==> config.mk <==
export PLATFORM = sky130hd
export DESIGN_NAME = gpio_interrupt_controller_top
export DESIGN_NICKNAME = d
export VERILOG_FILES = /design/src/rtl/core/gic_pkg.sv /design/src/rtl/core/gpio_interrupt_controller_top.sv /design/src/rtl/core/gic_lane.sv /design/src/rtl/core/gic_merge.sv
export SDC_FILE = /design/constraint.sdc
export NUM_CORES = 1
export LEC_CHECK = 0
export BUFFER_PORTS_ARGS = -buffer_cell sky130_fd_sc_hd__buf_2
export CAP_MARGIN = 15
export CORE_ASPECT_RATIO = 1.4
export CORE_UTILIZATION = 60
export DETAILED_ROUTE_END_ITERATION = 8
export PLACE_DENSITY_LB_ADDON = 0.15
export SLEW_MARGIN = 20
export SYNTH_ARGS = -nofsm -noshare
export SYNTH_HDL_FRONTEND = slang
export SYNTH_HIERARCHICAL = 1
export SYNTH_SLANG_ARGS = --single-unit
==> constraint.sdc <==
create_clock -name aclk -period 2.1 [get_ports aclk]
set_input_delay 0.105 -clock aclk [delete_from_list [all_inputs] [get_ports aclk]]
set_output_delay 0.105 -clock aclk [all_outputs]
set_load 0.005 [all_outputs]
==> src/rtl/core/gic_pkg.sv <==
// Shared types and register codes for the GPIO interrupt controller.
`default_nettype none

package gic_pkg;

    localparam int DATA_WIDTH = 8;

    // Operation codes
    localparam logic [1:0] OP_TICK  = 2'd0;
    localparam logic [1:0] OP_READ  = 2'd1;
    localparam logic [1:0] OP_WRITE = 2'd2;

    // Register selects
    localparam logic [2:0] SEL_ENABLE   = 3'd0;
    localparam logic [2:0] SEL_MASK     = 3'd1;
    localparam logic [2:0] SEL_TYPE     = 3'd2;
    localparam logic [2:0] SEL_POLARITY = 3'd3;
    localparam logic [2:0] SEL_STATUS   = 3'd4;
    localparam logic [2:0] SEL_EOI      = 3'd5;

    typedef struct packed {
        logic [1:0]            opcode;
        logic [DATA_WIDTH-1:0] pin_levels;
        logic [2:0]            reg_select;
        logic [DATA_WIDTH-1:0] write_data;
    } in_item_t;

    typedef struct packed {
        logic [DATA_WIDTH-1:0] read_data;
        logic                  irq_line;
    } out_item_t;

    // What one pin lane reports to the merge stage
    typedef struct packed {
        logic enable;
        logic mask;
        logic edge_mode;
        logic polarity;
        logic status_now;
        logic status_next;
    } lane_state_t;

endpackage

`default_nettype wire

==> src/rtl/core/gpio_interrupt_controller_top.sv <==
// Top level of the GPIO interrupt controller: pin lanes, merge and output register.
//
//  Channel | Dir | Handshake          | Payload
//  s_      | in  | s_valid / s_ready  | s_item : tick, register read or register write
//  m_      | out | m_valid / m_ready  | m_item : read data and interrupt line
//
// One item per clock while s_ready is high; its result is loaded into the output register on accept.
// The result path has a single output register behind the lane logic and merge.
// s_ready is high whenever the output register is empty or being drained this cycle.
// aresetn (synchronous, active low) clears all lane registers and the output valid.
// A stalled result holds in the output register; the lanes hold state until accept.
`default_nettype none

module gpio_interrupt_controller_top #(
    parameter int PIN_COUNT = 8
) (
    input  wire logic              aclk,
    input  wire logic              aresetn,
    input  wire logic              s_valid,
    output logic                   s_ready,
    input  wire gic_pkg::in_item_t s_item,
    output logic                   m_valid,
    input  wire logic              m_ready,
    output gic_pkg::out_item_t     m_item
);

    // Only the low eight pins reach the bus fields
    localparam int LANE_COUNT = (PIN_COUNT < gic_pkg::DATA_WIDTH) ? PIN_COUNT
                                                                  : gic_pkg::DATA_WIDTH;

    gic_pkg::lane_state_t  lane_state [LANE_COUNT];
    gic_pkg::out_item_t    result;
    gic_pkg::out_item_t    m_item_reg;
    logic                  m_valid_reg, m_valid_next;
    logic                  accept;
    logic [LANE_COUNT-1:0] enable_vec;

    assign s_ready = !m_valid_reg || m_ready;
    assign accept  = s_valid && s_ready;

    // One lane per pin, all updating on the same accepted item
    for (genvar g = 0; g < LANE_COUNT; g++) begin : g_lane
        gic_lane u_lane (
            .aclk       (aclk),
            .aresetn    (aresetn),
            .accept     (accept),
            .opcode     (s_item.opcode),
            .reg_select (s_item.reg_select),
            .pin_level  (s_item.pin_levels[g]),
            .data_bit   (s_item.write_data[g]),
            .lane_state (lane_state[g])
        );
        assign enable_vec[g] = lane_state[g].enable;
    end

    // Combine lane results into one result item
    gic_merge #(
        .LANE_COUNT (LANE_COUNT)
    ) u_merge (
        .opcode     (s_item.opcode),
        .reg_select (s_item.reg_select),
        .lane_state (lane_state),
        .result     (result)
    );

    // Output register: load on accept, drop valid once taken
    always_comb begin
        m_valid_next = m_valid_reg;
        if (accept) begin
            m_valid_next = 1'b1;
        end else if (m_ready) begin
            m_valid_next = 1'b0;
        end
    end

    always_ff @(posedge aclk) begin
        if (!aresetn) begin
            m_valid_reg <= 1'b0;
        end else begin
            m_valid_reg <= m_valid_next;
        end
    end

    always_ff @(posedge aclk) begin
        if (accept) begin
            m_item_reg <= result;
        end
    end

    assign m_valid = m_valid_reg;
    assign m_item  = m_item_reg;

    // Reset empties the output register
    a_reset_empty: assert property (@(posedge aclk) !aresetn |=> !m_valid)
        else $error("output valid after reset");

    // A read of the enable register returns the lane enables as they stood
    a_read_enable: assert property (@(posedge aclk) disable iff (!aresetn)
        accept && s_item.opcode == gic_pkg::OP_READ
               && s_item.reg_select == gic_pkg::SEL_ENABLE
        |=> m_item.read_data == gic_pkg::DATA_WIDTH'($past(enable_vec)))
        else $error("enable read mismatch");

    // Disabling every pin silences the interrupt line for that item
    a_disable_quiet: assert property (@(posedge aclk) disable iff (!aresetn)
        accept && s_item.opcode == gic_pkg::OP_WRITE
               && s_item.reg_select == gic_pkg::SEL_ENABLE
               && s_item.write_data[LANE_COUNT-1:0] == '0
        |=> !m_item.irq_line)
        else $error("interrupt raised with all pins disabled");

endmodule

`default_nettype wire

==> src/rtl/core/gic_lane.sv <==
// Per-pin interrupt lane: configuration bits, edge latch and previous sample.
`default_nettype none

module gic_lane (
    input  wire logic               aclk,
    input  wire logic               aresetn,
    input  wire logic               accept,
    input  wire logic [1:0]         opcode,
    input  wire logic [2:0]         reg_select,
    input  wire logic               pin_level,
    input  wire logic               data_bit,
    output gic_pkg::lane_state_t    lane_state
);

    logic enable_reg,   enable_next;
    logic mask_reg,     mask_next;
    logic edge_reg,     edge_next;
    logic polarity_reg, polarity_next;
    logic latch_reg,    latch_next;
    logic prev_reg,     prev_next;
    logic hit;

    always_comb begin
        enable_next   = enable_reg;
        mask_next     = mask_reg;
        edge_next     = edge_reg;
        polarity_next = polarity_reg;
        latch_next    = latch_reg;
        prev_next     = prev_reg;
        hit = polarity_reg ? (pin_level & ~prev_reg) : (~pin_level & prev_reg);
        case (opcode)
            gic_pkg::OP_TICK: begin
                latch_next = latch_reg | (hit & edge_reg & enable_reg);
                prev_next  = pin_level;
            end
            gic_pkg::OP_WRITE: begin
                case (reg_select)
                    gic_pkg::SEL_ENABLE:   enable_next   = data_bit;
                    gic_pkg::SEL_MASK:     mask_next     = data_bit;
                    gic_pkg::SEL_TYPE:     edge_next     = data_bit;
                    gic_pkg::SEL_POLARITY: polarity_next = data_bit;
                    gic_pkg::SEL_EOI:      latch_next    = latch_reg & ~data_bit;
                    default: ;
                endcase
            end
            default: ;
        endcase
        // drop stale latches of pins not enabled or not in edge mode
        latch_next = latch_next & edge_next & enable_next;
    end

    always_ff @(posedge aclk) begin
        if (!aresetn) begin
            enable_reg   <= 1'b0;
            mask_reg     <= 1'b0;
            edge_reg     <= 1'b0;
            polarity_reg <= 1'b0;
            latch_reg    <= 1'b0;
            prev_reg     <= 1'b0;
        end else if (accept) begin
            enable_reg   <= enable_next;
            mask_reg     <= mask_next;
            edge_reg     <= edge_next;
            polarity_reg <= polarity_next;
            latch_reg    <= latch_next;
            prev_reg     <= prev_next;
        end
    end

    always_comb begin
        lane_state.enable      = enable_reg;
        lane_state.mask        = mask_reg;
        lane_state.edge_mode   = edge_reg;
        lane_state.polarity    = polarity_reg;
        lane_state.status_now  = (edge_reg ? latch_reg : ~(prev_reg ^ polarity_reg))
                                 & enable_reg & ~mask_reg;
        lane_state.status_next = (edge_next ? latch_next : ~(prev_next ^ polarity_next))
                                 & enable_next & ~mask_next;
    end

endmodule

`default_nettype wire

==> src/rtl/core/gic_merge.sv <==
// Merge stage: read-data select across lanes and OR of the status bits.
`default_nettype none

module gic_merge #(
    parameter int LANE_COUNT = 8
) (
    input  wire logic [1:0]          opcode,
    input  wire logic [2:0]          reg_select,
    input  wire gic_pkg::lane_state_t lane_state [LANE_COUNT],
    output gic_pkg::out_item_t       result
);

    logic [LANE_COUNT-1:0] enable_vec;
    logic [LANE_COUNT-1:0] mask_vec;
    logic [LANE_COUNT-1:0] edge_vec;
    logic [LANE_COUNT-1:0] polarity_vec;
    logic [LANE_COUNT-1:0] status_vec;
    logic [LANE_COUNT-1:0] status_next_vec;
    logic [LANE_COUNT-1:0] sel_vec;

    always_comb begin
        for (int i = 0; i < LANE_COUNT; i++) begin
            enable_vec[i]      = lane_state[i].enable;
            mask_vec[i]        = lane_state[i].mask;
            edge_vec[i]        = lane_state[i].edge_mode;
            polarity_vec[i]    = lane_state[i].polarity;
            status_vec[i]      = lane_state[i].status_now;
            status_next_vec[i] = lane_state[i].status_next;
        end
        sel_vec = '0;
        if (opcode == gic_pkg::OP_READ) begin
            case (reg_select)
                gic_pkg::SEL_ENABLE:   sel_vec = enable_vec;
                gic_pkg::SEL_MASK:     sel_vec = mask_vec;
                gic_pkg::SEL_TYPE:     sel_vec = edge_vec;
                gic_pkg::SEL_POLARITY: sel_vec = polarity_vec;
                gic_pkg::SEL_STATUS:   sel_vec = status_vec;
                default:               sel_vec = '0;
            endcase
        end
        result.read_data = gic_pkg::DATA_WIDTH'(sel_vec);
        result.irq_line  = |status_next_vec;
    end

endmodule

`default_nettype wire

=== After elaboration in Yosys (flattened, before gate mapping) ===
Index checks and enable logic that the tools add are counted.

* Memories: 0
* Memory bits (read-only): 0
* Register bits after elaboration: 58
* Latch bits: 0
* Output and inout port bits: 11
* RAM bits: 0

* Add/subtract/negate cells: 0
* Multipliers: 0
* Order comparisons: 0
* Divide/modulo/power cells: 0
* Muxes and demuxes: 115
* Shift-type cells: 0
* Reductions and logical operators: 7
* Equality and inequality tests: 7
* Bitwise logic cells: 168

{| class="wikitable"
|+ Operators by type and width
! operator !! count
|-
| two-way mux 1 bit || 106
|-
| AND 1 bit || 88
|-
| inverter 1 bit || 56
|-
| one-hot mux 8 bit (5 select lines) || 1
|-
| one-hot mux 1 bit (2 select lines) || 8
|-
| bitwise XOR 1 bit || 16
|-
| OR 1 bit || 8
|-
| OR reduction 8 bit || 1
|-
| equality test 3 x 2 -> 1 bit, second input constant || 2
|-
| equality test 3 bit, second input constant || 2
|-
| equality test 3 x 1 -> 1 bit, second input constant || 1
|-
| logical NOT 3 bit || 1
|-
| equality test 2 x 1 -> 1 bit, second input constant || 1
|-
| equality test 2 bit, second input constant || 1
|-
| logical NOT 2 bit || 1
|-
| nonzero test 2 bit || 1
|-
| logical AND 1 bit || 1
|-
| logical NOT 1 bit || 1
|-
| logical OR 1 bit || 1
|}

=== Depth between registers and ports, before layout ===
Gate-level depths: netlist (run 1).

* Depth in word-level cells: 13
* Mapped depth: 8
* Depth with buffers taken out: 7

=== By module ===
The synthesis (run 1) kept the hierarchy.

{| class="wikitable"
|+ By module, submodules not included
! module !! area an instance (sq um) !! times used !! cells each !! sequential area each (sq um)
|-
| gic_lane || 550.5 || 8 || 63 || 120.1
|-
| gic_merge || 481.7 || 1 || 65 || 0.0
|-
| gpio_interrupt_controller_top || 327.8 || 1 || 14 || 290.3
|}

=== Worst setup path after synthesis (run 1) ===
No wires, ideal clock.

* Kind: input port to flip-flop
* Start point: in s_item[8] (netlist bit)
* End point: reg m_item_reg (netlist bit m_item[0]), data pin
* Arrival: 1.421 ns
* Path slack: 0.416 ns
* Stages: 8
* Setup time: 0.263 ns
* Required time: 1.837 ns
* Cell sequence: buf_6 > nor4b_1 > and3b_2 > a211oi_2 > a21oi_1 > a21oi_1 > nor4_1 > nand2_1

{| class="wikitable"
|+ RTL lines
! item !! line !! RTL
|-
| start: declaration || gpio_interrupt_controller_top.sv:21 || <nowiki>input wire gic_pkg::in_item_t s_item,</nowiki>
|-
| end signal: assignment || gpio_interrupt_controller_top.sv:86 || <nowiki>m_item_reg <= result;</nowiki>
|-
| end: declaration || gpio_interrupt_controller_top.sv:33 || <nowiki>gic_pkg::out_item_t m_item_reg;</nowiki>
|}

==> out/summary.json, run 1 <==
{
  "outcome": {
    "result_of_the_run": "finished clean"
  },
  "clock_tree": {
    "worst_skew_pair.late_latency_ns": 0.32,
    "post_cts_buffers": 0,
    "clk_pin_slew_worst_paths_ns": 0.05,
    "cts_inserted_buffers": 9,
    "tritoncts_num_sinks": 58,
    "cts-root-to-sink-buffers": 2,
    "hold_buffers": 0,
    "htree_levels": 3,
    "clock_tree.root_cell": "sky130_fd_sc_hd__clkbuf_16",
    "cts_tree": "built"
  },
  "detailed_routing": {
    "drt_iter0_markers": 238,
    "routed_wirelength_mm": 12.7,
    "vias_per_cell": 6.44,
    "drcViolationCount": 0,
    "vias": 4672,
    "pre_antenna_drt_iters": 5,
    "wl_per_cell_um": 17.5,
    "count_of_antenna_violating_nets_left_after_detailed_routing": 0
  },
  "floorplanning": {
    "num_rows": 39,
    "core-area_um2": 8300,
    "die_w_um": 80.8,
    "initial_core_util_pct": 62.9,
    "dieHeight_um": 112,
    "fp.dieArea_um2": 9070,
    "ioPinCount": 36
  },
  "layout": {
    "insertedDiodeCount": 0,
    "synthToLayoutAreaGrowth_pct": 11.3,
    "multi_input_comb_area_um2": 3450,
    "number_of_flip_flops_in_the_largest_register": 9,
    "ratio_of_cells_with_drive_above_1_in_the_final_layout_pct": 27.6,
    "layout.area.seq_um2": 1250,
    "number_of_standard_cells_in_the_layout_taps_in_and_fillers_out": 725,
    "final_nets": 643,
    "nFillCells": 687
  },
  "worst_setup_path": {
    "required_time_reported_for_the_critical_path_endpoint_ns": 2.17,
    "crit_arrival_ns": 2.03,
    "worstSetupPathType": "reg2reg",
    "critical_path.endpoint_type": "flip-flop",
    "cp-start-kind": "flip-flop",
    "reg2reg_setup_slack_ns": 0.14,
    "critical_path_peak_fanout": 8
  },
  "sta": {
    "final.setup.worst_slack_ns": 0.136,
    "drv_slew": 0,
    "grt_setup_unrepaired": "no",
    "max_slew.worst_pin.slew_ns": 0.764,
    "maxClockFrequency_mhz": 509,
    "slew-limit-headroom_pct": 49.1,
    "timing.final.crit_period_ns": 1.96,
    "hold_viol": 0,
    "min_period_over_period_pct": 93.5,
    "timing.setup.tns_ns": 0,
    "setup_violations": 0,
    "timing.clock.skew_ns": 0.00197
  },
  "power_and_ir_drop": {
    "seq_power_share_pct": 38.2,
    "power.combinational.fraction_pct": 17.4,
    "power.clock.fraction_pct": 44.4,
    "p_leak_nw": 2.39,
    "vdd.ir_drop.worst_uv": 380,
    "pwr_density_cell_nw_per_um2": 533,
    "p_sw_share_pct": 26.0,
    "switchingPower_uw": 805,
    "intPower_mw": 2.29,
    "fin_total_pwr_mw": 3.10
  },
  "placement": {
    "pre_cts_ws_ns": -0.189,
    "finalWeightedCongestion": 0.882,
    "buffer_ports.inserted": 35,
    "number_of_placed_cells_counting_well_taps": 709,
    "post-dp-hpwl_mm": 8.45
  },
  "global_route": {
    "overflow": 0,
    "groute.usage.overall_pct": 28.8,
    "wire_length_of_the_first_global_routing_pass_mm": 20.8,
    "grt_antenna_before_repair": 0,
    "grt_start_max_net_pins": 50,
    "first_global_vias": 4578
  },
  "synthesis": {
    "ys_async_sr_fraction_pct": 0,
    "synth_area_leaders": "sky130_fd_sc_hd__dfxtp_1, sky130_fd_sc_hd__mux2i_1, sky130_fd_sc_hd__edfxtp_1",
    "synth_fp_nets": 608,
    "synth-seq-cells": 58,
    "synth_largest_type_area_fraction_pct": 18.8,
    "yosys_warnings": 6,
    "synthesis.area_per_instance_um2": 8.94,
    "synth.cell_area_um2": 5210,
    "synthDominantAreaCellType": "sky130_fd_sc_hd__dfxtp_1",
    "post_synth_inst_count": 583,
    "synth_ff_type": "sky130_fd_sc_hd__dfxtp_1",
    "synth.distinct_cells": 47,
    "synth_edf_count": 9,
    "synth_seq_area_share_pct": 24.0
  },
  "min_path": {
    "hold_class": "in2reg"
  },
  "job": {
    "maxCapViolCount": 0
  }
}
## per-stage QoR
step	utilization [%]	cell area (um^2)	hold WS [ns]
floorplan	-	5210	0.233
global placement	66.5	5510	0.356
detailed placement	66.5	5510	0.367
CTS	69.9	5800	0.0261
global route	70.0	5800	0.0454
finish	70.0	5800	0.0344
## layout make-up
type	count	share of cell area [%]
flip-flops and latches	58	21.6
clock buffers	14	4.72
well taps	102	2.20
multi-input cells	451	59.5
inverters	2	0.129
clock inverters	2	0.172
repair buffers	96	11.8
## layout by cell type, fill, tap and decap left out, drive strengths merged, types with 7 or more instances in the layout
cell / netlist / final
o22a: 7 / 7
a22oi: 15 / 15
o2111ai: 8 / 8
o21ai: 10 / 10
edfxtp: 9 / 9
clkbuf: 8 / 14
or3: 8 / 8
or4b: 8 / 8
mux2i: 40 / 40
nor3b: 23 / 23
a21oi: 40 / 40
a211oi: 8 / 8
nand3: 33 / 33
a311oi: 8 / 8
nand2b: 18 / 18
nor2: 31 / 31
nand2: 25 / 25
and3b: 17 / 17
nand4b: 16 / 16
nor4b: 8 / 8
o21a: 8 / 8
a21boi: 9 / 9
and2b: 10 / 10
nor3: 8 / 8
buf: 64 / 96
xor2: 16 / 16
and4bb: 8 / 8
nor2b: 32 / 32
o211a: 8 / 8
dfxtp: 49 / 49
o221a: 8 / 8
mux2: 16 / 16
## per-layer routing
metal,vias to the layer above,share of wire (%),GRT usage (%)
met5,-,0,0
met4,0,1.9,12.0
met3,18,4.8,4.88
met2,157,51,51.6
met1,2257,42,33.0
li1,2240,-,-
## power by group through the flow
stage	clock network, mW	registers (mW)	logic (mW)
after floorplan	0	1.20	0.325
after global placement	0	1.20	0.517
after detailed placement	0	1.20	0.528
after CTS	1.40	1.18	0.532
after global routing	1.45	1.19	0.580
final	1.37	1.18	0.539
## worst max-delay path, stage by stage (launching register included)
cell	delay, ns
sky130_fd_sc_hd__dfxtp_1	0.49
sky130_fd_sc_hd__nor3b_1	0.10
sky130_fd_sc_hd__o2111ai_1	0.26
sky130_fd_sc_hd__a211oi_2	0.12
sky130_fd_sc_hd__a21oi_1	0.20
sky130_fd_sc_hd__a21oi_1	0.09
sky130_fd_sc_hd__nor4_1	0.36
sky130_fd_sc_hd__nand2_1	0.09
## worst paths after layout
path | from | cells after the start | endpoint
setup / recovery | g_lane[6].u_lane/polarity_reg$_SDFFE_PN0P_ | 7 | m_item[0]$_DFFE_PP_
hold / removal | s_valid | 3 | m_valid$_SDFFE_PN0P_
setup reg to reg | g_lane[6].u_lane/polarity_reg$_SDFFE_PN0P_ | 7 | m_item[0]$_DFFE_PP_
hold reg to reg | g_lane[6].u_lane/latch_reg$_SDFFE_PN0P_ | 2 | g_lane[6].u_lane/latch_reg$_SDFFE_PN0P_
## cell usage after synthesis, types with 9 or more instances
| master | instances |
|---|---|
| sky130_fd_sc_hd__dfxtp_1 | 49 |
| sky130_fd_sc_hd__nor2b_1 | 32 |
| sky130_fd_sc_hd__xor2_1 | 16 |
| sky130_fd_sc_hd__nor2_1 | 23 |
| sky130_fd_sc_hd__nor3b_1 | 23 |
| sky130_fd_sc_hd__mux2i_1 | 40 |
| sky130_fd_sc_hd__edfxtp_1 | 9 |
| sky130_fd_sc_hd__a22oi_1 | 13 |
| sky130_fd_sc_hd__nand2b_1 | 17 |
| sky130_fd_sc_hd__nand3_1 | 33 |
| sky130_fd_sc_hd__a21oi_1 | 40 |
| sky130_fd_sc_hd__and3b_1 | 9 |
| sky130_fd_sc_hd__buf_6 | 12 |
| sky130_fd_sc_hd__buf_4 | 34 |
| sky130_fd_sc_hd__nand4b_1 | 16 |
| sky130_fd_sc_hd__nand2_1 | 25 |
| sky130_fd_sc_hd__buf_2 | 18 |
## cells by family after synthesis
logic type	count (synthesis)	synth area share, %
compound gates	130	18.8
xor+xnor	16	2.69
buf+inv	74	9.94
flops	58	24.0
mux	56	11.1
simple gates	249	33.4
## what timing repair did
| action | in CTS | in global routing |
|---|---|---|
| hold endpoints to repair | 0 | 0 |
| gates resized for setup | 0 | 1 |
| endpoints found under the setup margin | 0 | 1 |
(Power assumes the default switching activity.)
==> run 2: changes to the inputs <==
--- a/config.mk
+++ b/config.mk
@@ -10,6 +10,7 @@
 export CORE_ASPECT_RATIO = 1.4
 export CORE_UTILIZATION = 60
 export DETAILED_ROUTE_END_ITERATION = 8
+export MAX_ROUTING_LAYER = met4
 export PLACE_DENSITY_LB_ADDON = 0.15
 export SLEW_MARGIN = 20
 export SYNTH_ARGS = -nofsm -noshare
==> out/summary.json, run 2 (synthesis gave the netlist of run 1 again) <==
{
  "outcome": {
    "result_of_the_run": "finished clean"
  },
  "worst_setup_path": {
    "required_time_reported_for_the_critical_path_endpoint": {"value": 2.17, "unit": "ns", "change": "about the same"},
    "crit_arrival": {"value": 2.03, "unit": "ns", "change": "about the same"},
    "critical_path.endpoint_type": "flip-flop",
    "worstSetupPathType": "reg2reg",
    "critical_path_peak_fanout": {"value": 8, "change": "unchanged"},
    "cp-start-kind": "flip-flop"
  },
  "placement": {
    "finalWeightedCongestion": {"value": 0.896, "change": "+1.7%"},
    "buffer_ports.inserted": {"value": 35, "change": "unchanged"},
    "post-dp-hpwl": {"value": 8.45, "unit": "mm", "change": "unchanged"}
  },
  "clock_tree": {
    "htree_levels": {"value": 3, "change": "unchanged"},
    "clock_tree.root_cell": "sky130_fd_sc_hd__clkbuf_16",
    "cts_tree": "built",
    "cts_inserted_buffers": {"value": 9, "change": "unchanged"},
    "cts-root-to-sink-buffers": {"value": 2, "change": "unchanged"},
    "post_cts_buffers": {"value": 0, "change": "unchanged"},
    "tritoncts_num_sinks": {"value": 58, "change": "unchanged"},
    "clk_pin_slew_worst_paths": {"value": 0.05, "unit": "ns", "change": "about the same"},
    "worst_skew_pair.late_latency": {"value": 0.32, "unit": "ns", "change": "about the same"}
  },
  "detailed_routing": {
    "count_of_antenna_violating_nets_left_after_detailed_routing": {"value": 0, "change": "unchanged"},
    "drcViolationCount": {"value": 0, "change": "unchanged"},
    "vias": {"value": 4662, "change": "-0.21%"},
    "wl_per_cell": {"value": 17.5, "unit": "um", "change": "about the same"},
    "vias_per_cell": {"value": 6.43, "change": "-0.21%"},
    "routed_wirelength": {"value": 12.7, "unit": "mm", "change": "about the same"},
    "drt_iter0_markers": {"value": 291, "change": "+22%"},
    "pre_antenna_drt_iters": {"value": 4, "change": "-1"}
  },
  "power_and_ir_drop": {
    "p_leak": {"value": 2.39, "unit": "nW", "change": "unchanged"},
    "pwr_density_cell": {"value": 534, "unit": "nW/um^2", "change": "+0.11%"},
    "fin_total_pwr": {"value": 3.10, "unit": "mW", "change": "+0.11%"},
    "vdd.ir_drop.worst": {"value": 386, "unit": "uV", "change": "+1.6%"}
  },
  "layout": {
    "insertedDiodeCount": {"value": 0, "change": "unchanged"},
    "layout.core_utilization": {"value": 70.0, "unit": "%", "change": "unchanged"},
    "synthToLayoutAreaGrowth": {"value": 11.3, "unit": "%", "change": "unchanged"},
    "layout.area.seq": {"value": 1250, "unit": "um^2", "change": "unchanged"},
    "multi_input_comb_area": {"value": 3450, "unit": "um^2", "change": "unchanged"},
    "ratio_of_cells_with_drive_above_1_in_the_final_layout": {"value": 27.6, "unit": "%", "change": "unchanged"},
    "number_of_flip_flops_in_the_largest_register": {"value": 9, "change": "unchanged"},
    "final_cell_mix": "sky130_fd_sc_hd__buf_4, sky130_fd_sc_hd__dfxtp_1, sky130_fd_sc_hd__a21oi_1, sky130_fd_sc_hd__mux2i_1, sky130_fd_sc_hd__buf_2",
    "layout_commonest_cell": "sky130_fd_sc_hd__buf_4",
    "final_nets": {"value": 643, "change": "unchanged"},
    "nFillCells": {"value": 687, "change": "unchanged"}
  },
  "sta": {
    "timing.clock.skew": {"value": 0.00235, "unit": "ns", "change": "+0.000382 ns"},
    "max_slew.worst_pin.slew": {"value": 0.766, "unit": "ns", "change": "+0.00271 ns"},
    "maxClockFrequency": {"value": 509, "unit": "MHz", "change": "about the same"},
    "setup_violations": {"value": 0, "change": "unchanged"},
    "drv_slew": {"value": 0, "change": "unchanged"},
    "min_period_over_period": {"value": 93.6, "unit": "%", "change": "about the same"},
    "hold_viol": {"value": 0, "change": "unchanged"},
    "slew-limit-headroom": {"value": 48.9, "unit": "%", "change": "-0.18 points"},
    "timing.final.crit_period": {"value": 1.97, "unit": "ns", "change": "+0.00157 ns"},
    "grt_setup_unrepaired": "no"
  },
  "floorplanning": {
    "fp.dieArea": {"value": 9070, "unit": "um^2", "change": "unchanged"},
    "num_rows": {"value": 39, "change": "unchanged"},
    "initial_core_util": {"value": 62.9, "unit": "%", "change": "unchanged"},
    "die_w": {"value": 80.8, "unit": "um", "change": "unchanged"},
    "core-area": {"value": 8300, "unit": "um^2", "change": "unchanged"},
    "ioPinCount": {"value": 36, "change": "unchanged"},
    "dieHeight": {"value": 112, "unit": "um", "change": "unchanged"}
  },
  "global_route": {
    "global_route.usage.met1": {"value": 33.0, "unit": "%", "change": "unchanged"},
    "wire_length_of_the_first_global_routing_pass": {"value": 20.8, "unit": "mm", "change": "+0.10%"},
    "groute.usage.overall": {"value": 29.7, "unit": "%", "change": "+0.84 points"},
    "overflow": {"value": 0, "change": "unchanged"},
    "grt.met3_usage": {"value": 4.88, "unit": "%", "change": "unchanged"},
    "grt.busiest_layer": "met2",
    "grt_start_max_net_pins": {"value": 50, "change": "unchanged"},
    "first_global_vias": {"value": 4569, "change": "-0.20%"},
    "grt.met2_usage": {"value": 51.6, "unit": "%", "change": "unchanged"},
    "grt_antenna_before_repair": {"value": 0, "change": "unchanged"}
  },
  "min_path": {
    "hold_class": "in2reg"
  },
  "job": {
    "maxCapViolCount": {"value": 0, "change": "unchanged"}
  }
}
==> run 2: cell counts in the layout (fill, tap and decap cells not counted) <==
Identical to the previous run, type by type.
==> run 2: cell type report <==
| cell class | instances | share of cell area [%] |
|---|---|---|
| clock buffer | 14 | 4.72 |
| timing repair buffer | 96 | 11.8 |
| inverter | 2 | 0.129 |
| clock inverter | 2 | 0.172 |
| sequential | 58 | 21.6 |
| tap | 102 | 2.20 |
| multi-input combinational | 451 | 59.5 |
==> run 2: worst max-delay path, stage by stage, from the launching register on <==
cell and delay (ns):
sky130_fd_sc_hd__dfxtp_1 0.48, sky130_fd_sc_hd__nor3b_1 0.10, sky130_fd_sc_hd__o2111ai_1 0.27, sky130_fd_sc_hd__a211oi_2 0.12, sky130_fd_sc_hd__a21oi_1 0.19, sky130_fd_sc_hd__a21oi_1 0.09
sky130_fd_sc_hd__nor4_1 0.37, sky130_fd_sc_hd__nand2_1 0.09
==> run 2: what timing repair did <==
action                                 CTS  global route
setup endpoints to repair                0             1
hold buffers                             0             0
gates resized for setup                  0             1
endpoints found under the hold margin    0             0
==> run 2: power by group <==
part	leakage (nW)	internal (mW)	switching, mW
Sequential	0.488	1.16	0.0264
Clock	0.143	0.890	0.488
Combinational	1.76	0.244	0.294
Total	2.39	2.29	0.809
==> run 2: routing by layer <==
layer	share of wire [%]	vias up
met5	0	-
met4	2.1	0
met3	4.6	24
met2	51	146
met1	42	2252
li1	-	2240
==> run 2: final timing paths <==
kind                                                   start                                 endpoint  cells past startpoint  slack (ns)
hold / removal                                       s_valid                     m_valid$_SDFFE_PN0P_                      3        0.03
setup / recovery  g_lane[6].u_lane/polarity_reg$_SDFFE_PN0P_                      m_item[0]$_DFFE_PP_                      7        0.13
hold reg to reg      g_lane[6].u_lane/latch_reg$_SDFFE_PN0P_  g_lane[6].u_lane/latch_reg$_SDFFE_PN0P_                      2        0.49
setup reg to reg  g_lane[6].u_lane/polarity_reg$_SDFFE_PN0P_                      m_item[0]$_DFFE_PP_                      7        0.13
==> run 2: stage by stage <==
step                area [um^2]  cells  hold WS [ns]  setup TNS (ns)  setup WS (ns)
global route               5800    725        0.0454               0        0.00404
finish                     5800    725        0.0311               0          0.135
detailed placement         5510    709         0.367          -0.189         -0.189
global placement           5510    709         0.356          -0.134         -0.134
floorplan                  5210    583         0.233               0          0.416
CTS                        5800    725        0.0261               0          0.151
